==> config.mk <==
export PLATFORM = sky130hd
export DESIGN_NAME = bmp_rle8_run_decoder
export DESIGN_NICKNAME = d
export VERILOG_FILES = /design/src/sv/bmpr8_pkg.sv /design/src/sv/bmpr8_csr.sv /design/src/sv/bmpr8_front.sv /design/src/sv/bmpr8_core.sv /design/src/sv/bmpr8_out.sv /design/src/sv/bmp_rle8_run_decoder.sv
export SDC_FILE = /design/constraint.sdc
export NUM_CORES = 2
export LEC_CHECK = 0
export BUFFER_PORTS_ARGS = -buffer_cell sky130_fd_sc_hd__buf_2
export CAP_MARGIN = 0
export CORE_UTILIZATION = 55
export CTS_CLUSTER_DIAMETER = 120
export CTS_CLUSTER_SIZE = 12
export DETAILED_ROUTE_END_ITERATION = 16
export PLACE_DENSITY = 0.8
export SYNTH_ARGS = -nofsm -noshare
export SYNTH_HDL_FRONTEND = slang
export SYNTH_SLANG_ARGS = --single-unit
==> constraint.sdc <==
create_clock -name clock -period 25 [get_ports clock]
set_input_delay 5 -clock clock [delete_from_list [all_inputs] [get_ports clock]]
set_output_delay 5 -clock clock [all_outputs]
set_load 0.02 [all_outputs]
==> src/sv/bmpr8_pkg.sv <==
// Shared constants, codes and types of the BMP RLE8 run decoder.
// Used by every module of the block; depends on nothing.
package bmpr8_pkg;

   localparam int unsigned MAX_WIDTH  = 4096;
   localparam int unsigned MAX_HEIGHT = 4096;

   localparam longint unsigned FRAME_MAX = longint'(MAX_WIDTH) * longint'(MAX_HEIGHT);

   localparam int CFG_W   = 13;
   localparam int CSR_IDX_W = 2;
   localparam int CODE_W  = 8;
   localparam int ADDR_W  = 24;
   localparam int WID_W   = $clog2(MAX_WIDTH + 1);
   localparam int HGT_W   = $clog2(MAX_HEIGHT + 1);
   localparam int TOT_W   = $clog2(FRAME_MAX + 1);
   localparam int ROWS_W  = CODE_W + WID_W;
   localparam int SUM_W   = ((TOT_W > ROWS_W) ? TOT_W : ROWS_W) + 2;

   localparam logic [CSR_IDX_W-1:0] CSR_IMAGE_WIDTH  = CSR_IDX_W'(0);
   localparam logic [CSR_IDX_W-1:0] CSR_IMAGE_HEIGHT = CSR_IDX_W'(1);

   localparam logic [CODE_W-1:0] ESC_END_LINE   = CODE_W'(0);
   localparam logic [CODE_W-1:0] ESC_END_BITMAP = CODE_W'(1);
   localparam logic [CODE_W-1:0] ESC_DELTA      = CODE_W'(2);

   typedef enum logic [2:0] {
      PH_COUNT   = 3'd0,
      PH_INDEX   = 3'd1,
      PH_ESCAPE  = 3'd2,
      PH_DX      = 3'd3,
      PH_DY      = 3'd4,
      PH_LITERAL = 3'd5,
      PH_PAD     = 3'd6
   } phase_type;

   typedef struct packed {
      logic [WID_W-1:0] width;
      logic [TOT_W-1:0] total;
   } cfg_type;

   typedef struct packed {
      logic [CODE_W-1:0] code;
      logic              last;
      logic              start;
      logic [ROWS_W-1:0] rows;
   } item_type;

   typedef struct packed {
      logic [ADDR_W-1:0] addr;
      logic [CODE_W-1:0] len;
      logic [CODE_W-1:0] color;
      logic              done;
      logic              ovf;
   } result_type;

endpackage

==> src/sv/bmpr8_csr.sv <==
// Configuration registers: clamped image width and height and the frame size.
// Depends on bmpr8_pkg.
module bmpr8_csr (
   input  logic                                 clock,
   input  logic                                 reset,
   input  logic                                 csr_valid,
   output logic                                 csr_ready,
   input  logic [bmpr8_pkg::CSR_IDX_W-1:0]      csr_index,
   input  logic [bmpr8_pkg::CFG_W-1:0]          csr_wdata,
   output bmpr8_pkg::cfg_type                   cfg
);

   localparam int PROD_W = bmpr8_pkg::WID_W + bmpr8_pkg::HGT_W;

   logic [bmpr8_pkg::WID_W-1:0] width_ff, width_in;
   logic [bmpr8_pkg::HGT_W-1:0] height_ff, height_in;
   logic [bmpr8_pkg::TOT_W-1:0] total_ff;
   logic [PROD_W-1:0]           total_in;
   logic                        wr_width, wr_height;

   function automatic logic [bmpr8_pkg::WID_W-1:0] clamp_width(
      input logic [bmpr8_pkg::CFG_W-1:0] v);
      logic [bmpr8_pkg::WID_W-1:0] r;
      if (v == '0) begin
         r = bmpr8_pkg::WID_W'(1);
      end else if (32'(v) > bmpr8_pkg::MAX_WIDTH) begin
         r = bmpr8_pkg::WID_W'(bmpr8_pkg::MAX_WIDTH);
      end else begin
         r = bmpr8_pkg::WID_W'(v);
      end
      return r;
   endfunction

   function automatic logic [bmpr8_pkg::HGT_W-1:0] clamp_height(
      input logic [bmpr8_pkg::CFG_W-1:0] v);
      logic [bmpr8_pkg::HGT_W-1:0] r;
      if (v == '0) begin
         r = bmpr8_pkg::HGT_W'(1);
      end else if (32'(v) > bmpr8_pkg::MAX_HEIGHT) begin
         r = bmpr8_pkg::HGT_W'(bmpr8_pkg::MAX_HEIGHT);
      end else begin
         r = bmpr8_pkg::HGT_W'(v);
      end
      return r;
   endfunction

   assign csr_ready = 1'b1;
   assign wr_width  = csr_valid && (csr_index == bmpr8_pkg::CSR_IMAGE_WIDTH);
   assign wr_height = csr_valid && (csr_index == bmpr8_pkg::CSR_IMAGE_HEIGHT);

   always_comb begin
      width_in  = wr_width  ? clamp_width(csr_wdata)  : width_ff;
      height_in = wr_height ? clamp_height(csr_wdata) : height_ff;
      total_in  = PROD_W'(width_in) * PROD_W'(height_in);
   end

   always_ff @(posedge clock) begin
      if (reset) begin
         width_ff  <= bmpr8_pkg::WID_W'(1);
         height_ff <= bmpr8_pkg::HGT_W'(1);
         total_ff  <= bmpr8_pkg::TOT_W'(1);
      end else begin
         width_ff  <= width_in;
         height_ff <= height_in;
         total_ff  <= bmpr8_pkg::TOT_W'(total_in);
      end
   end

   assign cfg.width = width_ff;
   assign cfg.total = total_ff;

endmodule

==> src/sv/bmpr8_front.sv <==
// Input register: holds one request and precomputes the delta row offset.
// Depends on bmpr8_pkg.
module bmpr8_front (
   input  logic                            clock,
   input  logic                            reset,
   input  logic                            req_valid,
   output logic                            req_stall,
   input  logic [bmpr8_pkg::CODE_W-1:0]    req_code_byte,
   input  logic                            req_final_byte,
   input  logic                            req_start_frame,
   input  bmpr8_pkg::cfg_type              cfg,
   input  logic                            fire,
   output logic                            item_valid,
   output bmpr8_pkg::item_type             item
);

   logic                valid_ff, valid_in;
   bmpr8_pkg::item_type item_ff, item_in;
   logic                take;

   assign req_stall = valid_ff && !fire;
   assign take      = req_valid && !req_stall;
   assign valid_in  = take || (valid_ff && !fire);

   always_comb begin
      item_in.code  = req_code_byte;
      item_in.last  = req_final_byte;
      item_in.start = req_start_frame;
      item_in.rows  = bmpr8_pkg::ROWS_W'(req_code_byte) * bmpr8_pkg::ROWS_W'(cfg.width);
   end

   always_ff @(posedge clock) begin
      if (reset) begin
         valid_ff <= 1'b0;
      end else begin
         valid_ff <= valid_in;
      end
   end

   always_ff @(posedge clock) begin
      if (take) begin
         item_ff <= item_in;
      end
   end

   assign item_valid = valid_ff;
   assign item       = item_ff;

endmodule

==> src/sv/bmpr8_core.sv <==
// Decode state and the per-byte update: phase, cursor, row start, literals.
// Depends on bmpr8_pkg.
module bmpr8_core (
   input  logic                     clock,
   input  logic                     reset,
   input  bmpr8_pkg::cfg_type       cfg,
   input  logic                     item_valid,
   input  bmpr8_pkg::item_type      item,
   input  logic                     out_free,
   output logic                     fire,
   output logic                     res_valid,
   output bmpr8_pkg::result_type    res
);

   localparam int SW = bmpr8_pkg::SUM_W;
   localparam int TW = bmpr8_pkg::TOT_W;
   localparam int CW = bmpr8_pkg::CODE_W;

   bmpr8_pkg::phase_type phase_ff, phase_in, phase_cur;
   logic [TW-1:0] cursor_ff;
   logic [TW-1:0] row_ff;
   logic [CW-1:0] pend_ff, pend_in, pend_cur;
   logic [CW-1:0] lit_ff, lit_in, lit_cur, lit_dec;
   logic          pad_ff, pad_in, pad_cur;
   logic [CW-1:0] dcol_ff, dcol_in, dcol_cur;
   logic          fin_ff, fin_in, fin_cur;

   logic [SW-1:0] cur_s, row_s, tot, wid, rows, room, len_s, target, row_t;
   logic [SW-1:0] cursor_n, row_n, addr_s;
   logic          over, emit, done, ovf;
   logic [CW-1:0] color;

   assign fire = item_valid && out_free;

   always_comb begin
      phase_cur = item.start ? bmpr8_pkg::PH_COUNT : phase_ff;
      cur_s     = item.start ? '0 : SW'(cursor_ff);
      row_s     = item.start ? '0 : SW'(row_ff);
      pend_cur  = item.start ? '0 : pend_ff;
      lit_cur   = item.start ? '0 : lit_ff;
      pad_cur   = item.start ? 1'b0 : pad_ff;
      dcol_cur  = item.start ? '0 : dcol_ff;
      fin_cur   = item.start ? 1'b0 : fin_ff;
      tot       = SW'(cfg.total);
      wid       = SW'(cfg.width);
      rows      = SW'(item.rows);
      over      = cur_s >= tot;
      lit_dec   = lit_cur - CW'(1);
   end

   // datapath and result
   always_comb begin
      cursor_n = cur_s;
      row_n    = row_s;
      pend_in  = pend_cur;
      lit_in   = lit_cur;
      pad_in   = pad_cur;
      dcol_in  = dcol_cur;
      fin_in   = fin_cur;
      emit     = 1'b0;
      done     = 1'b0;
      ovf      = 1'b0;
      color    = '0;
      len_s    = '0;
      room     = tot - cur_s;
      target   = '0;
      row_t    = '0;
      if (!fin_cur) begin
         if (over) begin
            cursor_n = tot;
            done     = 1'b1;
         end else begin
            unique case (phase_cur)
               bmpr8_pkg::PH_COUNT: begin
                  if (item.code != '0) begin
                     pend_in = item.code;
                  end
               end
               bmpr8_pkg::PH_INDEX: begin
                  len_s = SW'(pend_cur);
                  if (len_s > room) begin
                     len_s = room;
                     ovf   = 1'b1;
                  end
                  emit     = 1'b1;
                  color    = item.code;
                  cursor_n = cur_s + len_s;
                  done     = (cursor_n == tot);
               end
               bmpr8_pkg::PH_ESCAPE: begin
                  if (item.code == bmpr8_pkg::ESC_END_LINE) begin
                     target = row_s + wid;
                     if (target > tot) begin
                        target = tot;
                        ovf    = 1'b1;
                     end
                     row_n    = target;
                     cursor_n = target;
                     done     = (target == tot);
                  end else if (item.code == bmpr8_pkg::ESC_END_BITMAP) begin
                     done = 1'b1;
                  end else if (item.code != bmpr8_pkg::ESC_DELTA) begin
                     lit_in = item.code;
                     pad_in = item.code[0];
                  end
               end
               bmpr8_pkg::PH_DX: begin
                  dcol_in = item.code;
               end
               bmpr8_pkg::PH_DY: begin
                  target = cur_s + SW'(dcol_cur) + rows;
                  row_t  = row_s + rows;
                  row_n  = (row_t > tot) ? tot : row_t;
                  if (target > tot) begin
                     target = tot;
                     ovf    = 1'b1;
                  end
                  cursor_n = target;
                  done     = (target == tot);
               end
               bmpr8_pkg::PH_LITERAL: begin
                  emit     = 1'b1;
                  len_s    = SW'(1);
                  color    = item.code;
                  cursor_n = cur_s + SW'(1);
                  done     = (cursor_n == tot);
                  lit_in   = lit_dec;
               end
               default: begin
               end
            endcase
         end
         if (item.last) begin
            done = 1'b1;
         end
         if (done) begin
            fin_in = 1'b1;
         end
      end
      addr_s    = emit ? cur_s : cursor_n;
      res_valid = !fin_cur && (emit || done);
      res.addr  = bmpr8_pkg::ADDR_W'(addr_s);
      res.len   = CW'(len_s);
      res.color = color;
      res.done  = done;
      res.ovf   = ovf;
   end

   // next phase
   always_comb begin
      phase_in = phase_cur;
      if (!fin_cur) begin
         if (over) begin
            phase_in = bmpr8_pkg::PH_COUNT;
         end else begin
            unique case (phase_cur)
               bmpr8_pkg::PH_COUNT: begin
                  phase_in = (item.code == '0) ? bmpr8_pkg::PH_ESCAPE : bmpr8_pkg::PH_INDEX;
               end
               bmpr8_pkg::PH_ESCAPE: begin
                  if (item.code == bmpr8_pkg::ESC_END_LINE ||
                      item.code == bmpr8_pkg::ESC_END_BITMAP) begin
                     phase_in = bmpr8_pkg::PH_COUNT;
                  end else if (item.code == bmpr8_pkg::ESC_DELTA) begin
                     phase_in = bmpr8_pkg::PH_DX;
                  end else begin
                     phase_in = bmpr8_pkg::PH_LITERAL;
                  end
               end
               bmpr8_pkg::PH_DX: begin
                  phase_in = bmpr8_pkg::PH_DY;
               end
               bmpr8_pkg::PH_LITERAL: begin
                  if (lit_dec == '0) begin
                     phase_in = pad_cur ? bmpr8_pkg::PH_PAD : bmpr8_pkg::PH_COUNT;
                  end
               end
               default: begin
                  phase_in = bmpr8_pkg::PH_COUNT;
               end
            endcase
         end
         if (done) begin
            phase_in = bmpr8_pkg::PH_COUNT;
         end
      end
   end

   always_ff @(posedge clock) begin
      if (reset) begin
         phase_ff  <= bmpr8_pkg::PH_COUNT;
         cursor_ff <= '0;
         row_ff    <= '0;
         pend_ff   <= '0;
         lit_ff    <= '0;
         pad_ff    <= 1'b0;
         dcol_ff   <= '0;
         fin_ff    <= 1'b0;
      end else if (fire) begin
         phase_ff  <= phase_in;
         cursor_ff <= TW'(cursor_n);
         row_ff    <= TW'(row_n);
         pend_ff   <= pend_in;
         lit_ff    <= lit_in;
         pad_ff    <= pad_in;
         dcol_ff   <= dcol_in;
         fin_ff    <= fin_in;
      end
   end

`ifndef SYNTH
   a_run_in_frame: assert property (@(posedge clock) disable iff (reset)
      (fire && emit && !fin_cur) |-> (cur_s + len_s <= tot))
      else $error("run extends past frame end");

   a_done_latches: assert property (@(posedge clock) disable iff (reset)
      (fire && res_valid && res.done) |=> fin_ff)
      else $error("frame end not recorded");

   a_quiet_after_end: assert property (@(posedge clock) disable iff (reset)
      (fire && fin_ff && !item.start) |-> !res_valid)
      else $error("result after frame end");
`endif

endmodule

==> src/sv/bmpr8_out.sv <==
// Result register with stall handshake toward the receiver.
// Depends on bmpr8_pkg.
module bmpr8_out (
   input  logic                            clock,
   input  logic                            reset,
   input  logic                            load,
   input  bmpr8_pkg::result_type           res,
   output logic                            out_free,
   output logic                            rsp_valid,
   input  logic                            rsp_stall,
   output logic [bmpr8_pkg::ADDR_W-1:0]    rsp_pixel_address,
   output logic [bmpr8_pkg::CODE_W-1:0]    rsp_run_length,
   output logic [bmpr8_pkg::CODE_W-1:0]    rsp_color_index,
   output logic                            rsp_frame_done,
   output logic                            rsp_overflow
);

   logic                  valid_ff, valid_in;
   bmpr8_pkg::result_type res_ff;

   assign out_free = !valid_ff || !rsp_stall;
   assign valid_in = load || (valid_ff && rsp_stall);

   always_ff @(posedge clock) begin
      if (reset) begin
         valid_ff <= 1'b0;
      end else begin
         valid_ff <= valid_in;
      end
   end

   always_ff @(posedge clock) begin
      if (load) begin
         res_ff <= res;
      end
   end

   assign rsp_valid         = valid_ff;
   assign rsp_pixel_address = res_ff.addr;
   assign rsp_run_length    = res_ff.len;
   assign rsp_color_index   = res_ff.color;
   assign rsp_frame_done    = res_ff.done;
   assign rsp_overflow      = res_ff.ovf;

endmodule

==> src/sv/bmp_rle8_run_decoder.sv <==
// BMP RLE8 run decoder top level: CSR block, input register, decode core,
// result register. Depends on bmpr8_pkg and the bmpr8_* modules.
//
// Usage: write image_width (index 0) and image_height (index 1) on the csr_
// channel while the block is idle; csr_ready is always high and the values
// take effect on the next cycle. Then feed the compressed stream one byte
// per request on req_ (req_start_frame on the first byte of a frame,
// req_final_byte on the last). Each byte yields zero or one response on rsp_:
// a run or literal pixel at a linear address, or a frame-done marker.
// Path: an accepted request is held in the input register, decoded by the
// combinational core and loaded into the result register, which presents it.
// Throughput: one request per cycle unless rsp_stall holds a waiting response;
// the core updates its state in the same cycle it reads it; bytes need no gap.
// Stall: while rsp_stall holds a waiting response, the core holds the request
// in the input register and raises req_stall; one request is still taken
// while the result register is full. Bytes that give no response pass
// through only when the result register is free.
// Reset: synchronous; clears the handshakes, the decode state and sets both
// dimensions to 1.
module bmp_rle8_run_decoder (
   input  logic                            clock,
   input  logic                            reset,
   input  logic                            csr_valid,
   output logic                            csr_ready,
   input  logic [bmpr8_pkg::CSR_IDX_W-1:0] csr_index,
   input  logic [bmpr8_pkg::CFG_W-1:0]     csr_wdata,
   input  logic                            req_valid,
   output logic                            req_stall,
   input  logic [bmpr8_pkg::CODE_W-1:0]    req_code_byte,
   input  logic                            req_final_byte,
   input  logic                            req_start_frame,
   output logic                            rsp_valid,
   input  logic                            rsp_stall,
   output logic [bmpr8_pkg::ADDR_W-1:0]    rsp_pixel_address,
   output logic [bmpr8_pkg::CODE_W-1:0]    rsp_run_length,
   output logic [bmpr8_pkg::CODE_W-1:0]    rsp_color_index,
   output logic                            rsp_frame_done,
   output logic                            rsp_overflow
);

   bmpr8_pkg::cfg_type    cfg;
   bmpr8_pkg::item_type   item;
   bmpr8_pkg::result_type res;
   logic                  item_valid, fire, res_valid, out_free, load;

   assign load = fire && res_valid;

   bmpr8_csr u_csr (
      .clock     (clock),
      .reset     (reset),
      .csr_valid (csr_valid),
      .csr_ready (csr_ready),
      .csr_index (csr_index),
      .csr_wdata (csr_wdata),
      .cfg       (cfg)
   );

   bmpr8_front u_front (
      .clock           (clock),
      .reset           (reset),
      .req_valid       (req_valid),
      .req_stall       (req_stall),
      .req_code_byte   (req_code_byte),
      .req_final_byte  (req_final_byte),
      .req_start_frame (req_start_frame),
      .cfg             (cfg),
      .fire            (fire),
      .item_valid      (item_valid),
      .item            (item)
   );

   bmpr8_core u_core (
      .clock      (clock),
      .reset      (reset),
      .cfg        (cfg),
      .item_valid (item_valid),
      .item       (item),
      .out_free   (out_free),
      .fire       (fire),
      .res_valid  (res_valid),
      .res        (res)
   );

   bmpr8_out u_out (
      .clock             (clock),
      .reset             (reset),
      .load              (load),
      .res               (res),
      .out_free          (out_free),
      .rsp_valid         (rsp_valid),
      .rsp_stall         (rsp_stall),
      .rsp_pixel_address (rsp_pixel_address),
      .rsp_run_length    (rsp_run_length),
      .rsp_color_index   (rsp_color_index),
      .rsp_frame_done    (rsp_frame_done),
      .rsp_overflow      (rsp_overflow)
   );

endmodule

==> reports/summary.md <==
## Timing
• **final worst setup slack** 12690 ps
• **maximum clock skew at final layout** 50.4 ps
• **worst rel slew slack** 24.1%
• **final number of hold-violating endpoints** 0
• **worst-margin pin slew** 1130 ps
• **number of max-slew violations in the final report** 0
• **final total negative setup slack** 0 ps
• **fmax** 0.0812 GHz
• **unrepaired setup endpoints after global routing** no
• **total setup violations reported at the end of the flow** 0
• **worst hold slack** 449 ps
• **post-layout min period** 12310 ps
• **Tcrit/Tclk final** 49.3%

## Yosys
• **count of mapped cells out of synthesis** 3805
• **simple-gate area share of the yosys netlist** 21.0%
• **share of flip-flops with an asynchronous set or reset after synthesis** 0%
• **sequential share of the synthesized area** 16.4%
• **most used flip-flop cell after synthesis** sky130_fd_sc_hd__dfxtp_1
• **post-synthesis cell type with the largest combined area** sky130_fd_sc_hd__ha_1
• **proportion of netlist area held by the largest area contributor** 13.2%
• **compound-gate portion of the synthesized area** 20.8%
• **mean post-synth cell area** 7.75 um2
• **multiplexer share of the synthesized area** 2.44%
• **distinct cell type count of the synthesized netlist** 97
• **number of flip-flops and latches in the synthesized netlist** 205
• **Yosys warning total** 0
• **Post-Synth XOR/XNOR Area** 6.66%
• **main combinational cell family by area after synthesis** adder cells
• **number of flops mapped to enable cells by yosys** 73
• **fraction of the mapped netlist area in adder cells** 26.2%
• **Cell Area, Synth** 29500 um2
• **dominant cells by area after synthesis** sky130_fd_sc_hd__ha_1 (13%), sky130_fd_sc_hd__fa_1 (13%), sky130_fd_sc_hd__dfxtp_1 (9.0%)

## Floorplanning
• **starting density of the core** 55.9%
• **total die area** 54500 um2
• **I/O pins** 75
• **core area** 52800 um2
• **die boundary height** 234 um
• **FP Rows** 84
• **Chip Width** 234 um

## Placed design
• **Cell Count Post-Placement** 4456
• **PortBufs** 73
• **total half-perimeter wirelength after legalization and detailed placement** 83200 um
• **minimum setup slack after placement** 12640 ps
• **placer's final routability congestion estimate** 1.06

## Cells and area
• **fraction of layout instances using a drive strength above 1** 5.60%
• **Layout Nets** 4323
• **filler-free cell count of the finished design** 4498
• **Filler cells** 4851
• **Syn-to-layout area delta** 5.76%

## Global route
• **first-pass GRT wire length** 162000 um
• **leftover overflow at the end of global routing** 0
• **pin count of the biggest net entering global routing** 70
• **Total Routing Usage GR** 39.3%
• **antenna violations before repair** 5
• **number of global-route vias before repair** 27100

## Worst setup path
• **Max stage delay on crit path** 870 ps
• **Worst path slowest cell** sky130_fd_sc_hd__o221ai_1
• **required time worst endpoint** 25190 ps
• **worst-case register-to-register setup slack** 12690 ps
• **Critical Path Source Type** flip-flop
• **critical path fanouts, max** 49
• **signal arrival time at the worst endpoint** 12510 ps
• **CP endpoint kind** flip-flop
• **category of the most critical setup path** reg2reg
• **r2r startpoint** u_front.item[21]$_DFFE_PP_
• **Reg2Reg Depth** 39
• **endpoint of the lowest-slack register-to-register path** u_out.rsp_color_index[7]$_SDFFCE_PP0P_

## Run status
• **status** complete, but fails checks
• **violations in the final reports** design-rule violations

## Worst hold path
• **Hold/Removal Path Class** reg2reg
• **origin of the worst min-delay path** u_core.row_ff[1]$_SDFFE_PP0P_
• **Worst Hold End** u_core.row_ff[1]$_SDFFE_PP0P_
• **number of stages on the worst hold path** 2

## Detailed routing
• **DRT antenna net count** 0
• **Remaining DRCs** 6
• **initial drt markers** 3509
• **Total Wirelength** 108000 um
• **total number of vias** 29300
• **wire per inst** 24.1 um
• **drt pass-1 iters** 13
• **vias per std cell** 6.51

## CTS
• **Max clock buf depth** 3
• **Max H-tree Level** 1
• **CTS-repair resized insts** 0
• **count of hold buffers inserted by post-cts repair** 0
• **master cell of the clock root buffer** sky130_fd_sc_hd__clkbuf_16
• **clock tree from TritonCTS** yes
• **insertion delay to the later sink of the worst-skew pair** 570 ps
• **Clock transition at path regs** 60 ps
• **clk sink count** 205
• **Setup Buffers After CTS** 0
• **total clock buffers created by CTS** 21

## Power and ir drop
• **maximum resistive drop on vdd** 0.0000501 V
• **fraction of power consumed by combinational cells** 39.6%
• **P_leak** 0.0136 uW
• **part of the power in registers** 33.8%
• **share of power burned in the clock network** 26.6%
• **switching power share of the total** 40.9%
• **power density over the cells** 37.2 nW/um2
• **net switching power of the design** 475 uW
• **Internal Pwr Total** 686 uW

## Job
• **number of maximum-capacitance violations** 0

power by group through the flow:
stage | registers, uW | clock network [uW] | logic (uW)
floorplan | 393 | 0 | 312
global placement | 397 | 0 | 436
detailed placement | 397 | 0 | 441
CTS | 390 | 309 | 445
global route | 393 | 320 | 493
finish | 392 | 309 | 460
Yosys cell counts (7+ instances only):
cell type / n
sky130_fd_sc_hd__fa_1: 191
sky130_fd_sc_hd__o221ai_1: 16
sky130_fd_sc_hd__a2111oi_0: 7
sky130_fd_sc_hd__nor4_1: 29
sky130_fd_sc_hd__edfxtp_1: 73
sky130_fd_sc_hd__clkbuf_1: 167
sky130_fd_sc_hd__o22ai_1: 19
sky130_fd_sc_hd__buf_1: 14
sky130_fd_sc_hd__nand3_1: 69
sky130_fd_sc_hd__nand2_1: 415
sky130_fd_sc_hd__xor2_1: 47
sky130_fd_sc_hd__dfxtp_1: 132
sky130_fd_sc_hd__a21o_1: 57
sky130_fd_sc_hd__a221oi_1: 9
sky130_fd_sc_hd__a22oi_1: 25
sky130_fd_sc_hd__inv_1: 326
sky130_fd_sc_hd__o21bai_1: 39
sky130_fd_sc_hd__nand4_1: 44
sky130_fd_sc_hd__a21boi_0: 10
sky130_fd_sc_hd__o41ai_1: 7
sky130_fd_sc_hd__o2111ai_1: 9
sky130_fd_sc_hd__nor3_1: 78
sky130_fd_sc_hd__o21a_1: 55
sky130_fd_sc_hd__and3_1: 30
sky130_fd_sc_hd__xnor2_1: 177
sky130_fd_sc_hd__nor2b_1: 81
sky130_fd_sc_hd__o211ai_1: 28
sky130_fd_sc_hd__and2_1: 61
sky130_fd_sc_hd__ha_1: 311
sky130_fd_sc_hd__o31ai_1: 22
sky130_fd_sc_hd__mux2i_1: 54
sky130_fd_sc_hd__a211oi_1: 51
sky130_fd_sc_hd__o21ai_1: 20
sky130_fd_sc_hd__a31oi_1: 21
sky130_fd_sc_hd__mux2_2: 13
sky130_fd_sc_hd__nand2b_1: 46
sky130_fd_sc_hd__a311oi_1: 9
sky130_fd_sc_hd__or2_2: 8
sky130_fd_sc_hd__o21ai_0: 203
sky130_fd_sc_hd__or3_1: 14
sky130_fd_sc_hd__a21oi_1: 288
sky130_fd_sc_hd__nor2_1: 413
sky130_fd_sc_hd__nor3b_1: 9
final cells by class:
cell class	count	area (um2)	share of cell area [%]
well taps	688	861	2.76
flip-flops and latches	205	4830	15.5
clock inverters	3	21.3	0.0682
diodes	5	12.5	0.0401
multi-input cells	3102	22800	73.2
clock buffers	34	584	1.87
repair buffers	133	818	2.62
inverters	328	1230	3.95
flip-flops by register name, indices dropped and copies added, names as in the netlist, 3 cells and up:
signal and cells:
u_out.rsp_color_index 8, u_core.pend_ff 8, u_front.item 31, u_csr.width_ff 13, u_out.rsp_pixel_address 24, u_core.lit_ff 8
u_core.cursor_ff 25, u_core.row_ff 25, u_core.phase_ff 3, u_out.rsp_run_length 8, u_csr.height_ff 13, u_csr.total_ff 25
u_core.dcol_ff 8
cell usage in the layout (no fill, tap or decap), types with 72 or more instances in the layout:
cell,netlist,routed
sky130_fd_sc_hd__ha_1,311,311
sky130_fd_sc_hd__dfxtp_1,132,132
sky130_fd_sc_hd__a21oi_1,288,287
sky130_fd_sc_hd__nor2b_1,81,80
sky130_fd_sc_hd__nand2_1,415,415
sky130_fd_sc_hd__fa_1,191,191
sky130_fd_sc_hd__nor2_1,413,412
sky130_fd_sc_hd__edfxtp_1,73,73
sky130_fd_sc_hd__xnor2_1,177,177
sky130_fd_sc_hd__buf_2,4,72
sky130_fd_sc_hd__nor3_1,78,75
sky130_fd_sc_hd__inv_1,326,326
sky130_fd_sc_hd__o21ai_0,203,203
how the worst max path moves through the flow:
stage	startpoint	endpoint	slack [ps]	cells past startpoint
after floorplan	csr_index[1]	u_csr.total_ff[23]$_SDFF_PP0_	13370	32
after detailed placement	csr_index[1]	u_csr.total_ff[23]$_SDFF_PP0_	12640	30
final	u_front.item[21]$_DFFE_PP_	u_out.rsp_color_index[7]$_SDFFCE_PP0P_	12690	39
after global placement	csr_index[1]	u_csr.total_ff[23]$_SDFF_PP0_	12820	30
after global routing	u_front.item[21]$_DFFE_PP_	u_out.rsp_color_index[7]$_SDFFCE_PP0P_	12350	43
after CTS	csr_index[1]	u_csr.total_ff[23]$_SDFF_PP0_	13160	30
logic make-up after synthesis:
family | count (synthesis)
compound gates | 958
xor+xnor | 224
fa+ha+maj | 502
buf+inv | 514
flops | 205
mux | 69
other cells | 2
simple gates | 1331
per-stage QoR:
step	power (uW)	utilization, %	cell area, um2
floorplan	705	-	29500
global placement	833	57.9	30600
detailed placement	838	57.9	30600
CTS	1140	59.1	31200
global route	1210	59.1	31200
finish	1160	59.1	31200
routing by layer:
metal,share of wire (%),vias up,GRT usage [%]
met5,0.012,-,0
met4,7.8,2,26.0
met3,12,433,7.54
met2,42,1910,58.2
met1,39,13800,51.9
li1,-,13200,-
critical path, delay by kind of cell (launching register included):
family,cells,cell delay (ps)
flip-flops,1,320
adder cells (fa/ha/maj),3,940
XOR/XNOR,2,440
AND/OR/NAND/NOR,11,3070
multiplexers,1,280
AO/OA/AOI/OAI,17,4740
buffers and inverters,5,2090
Note: power is estimated with default switching activity, not from simulation.
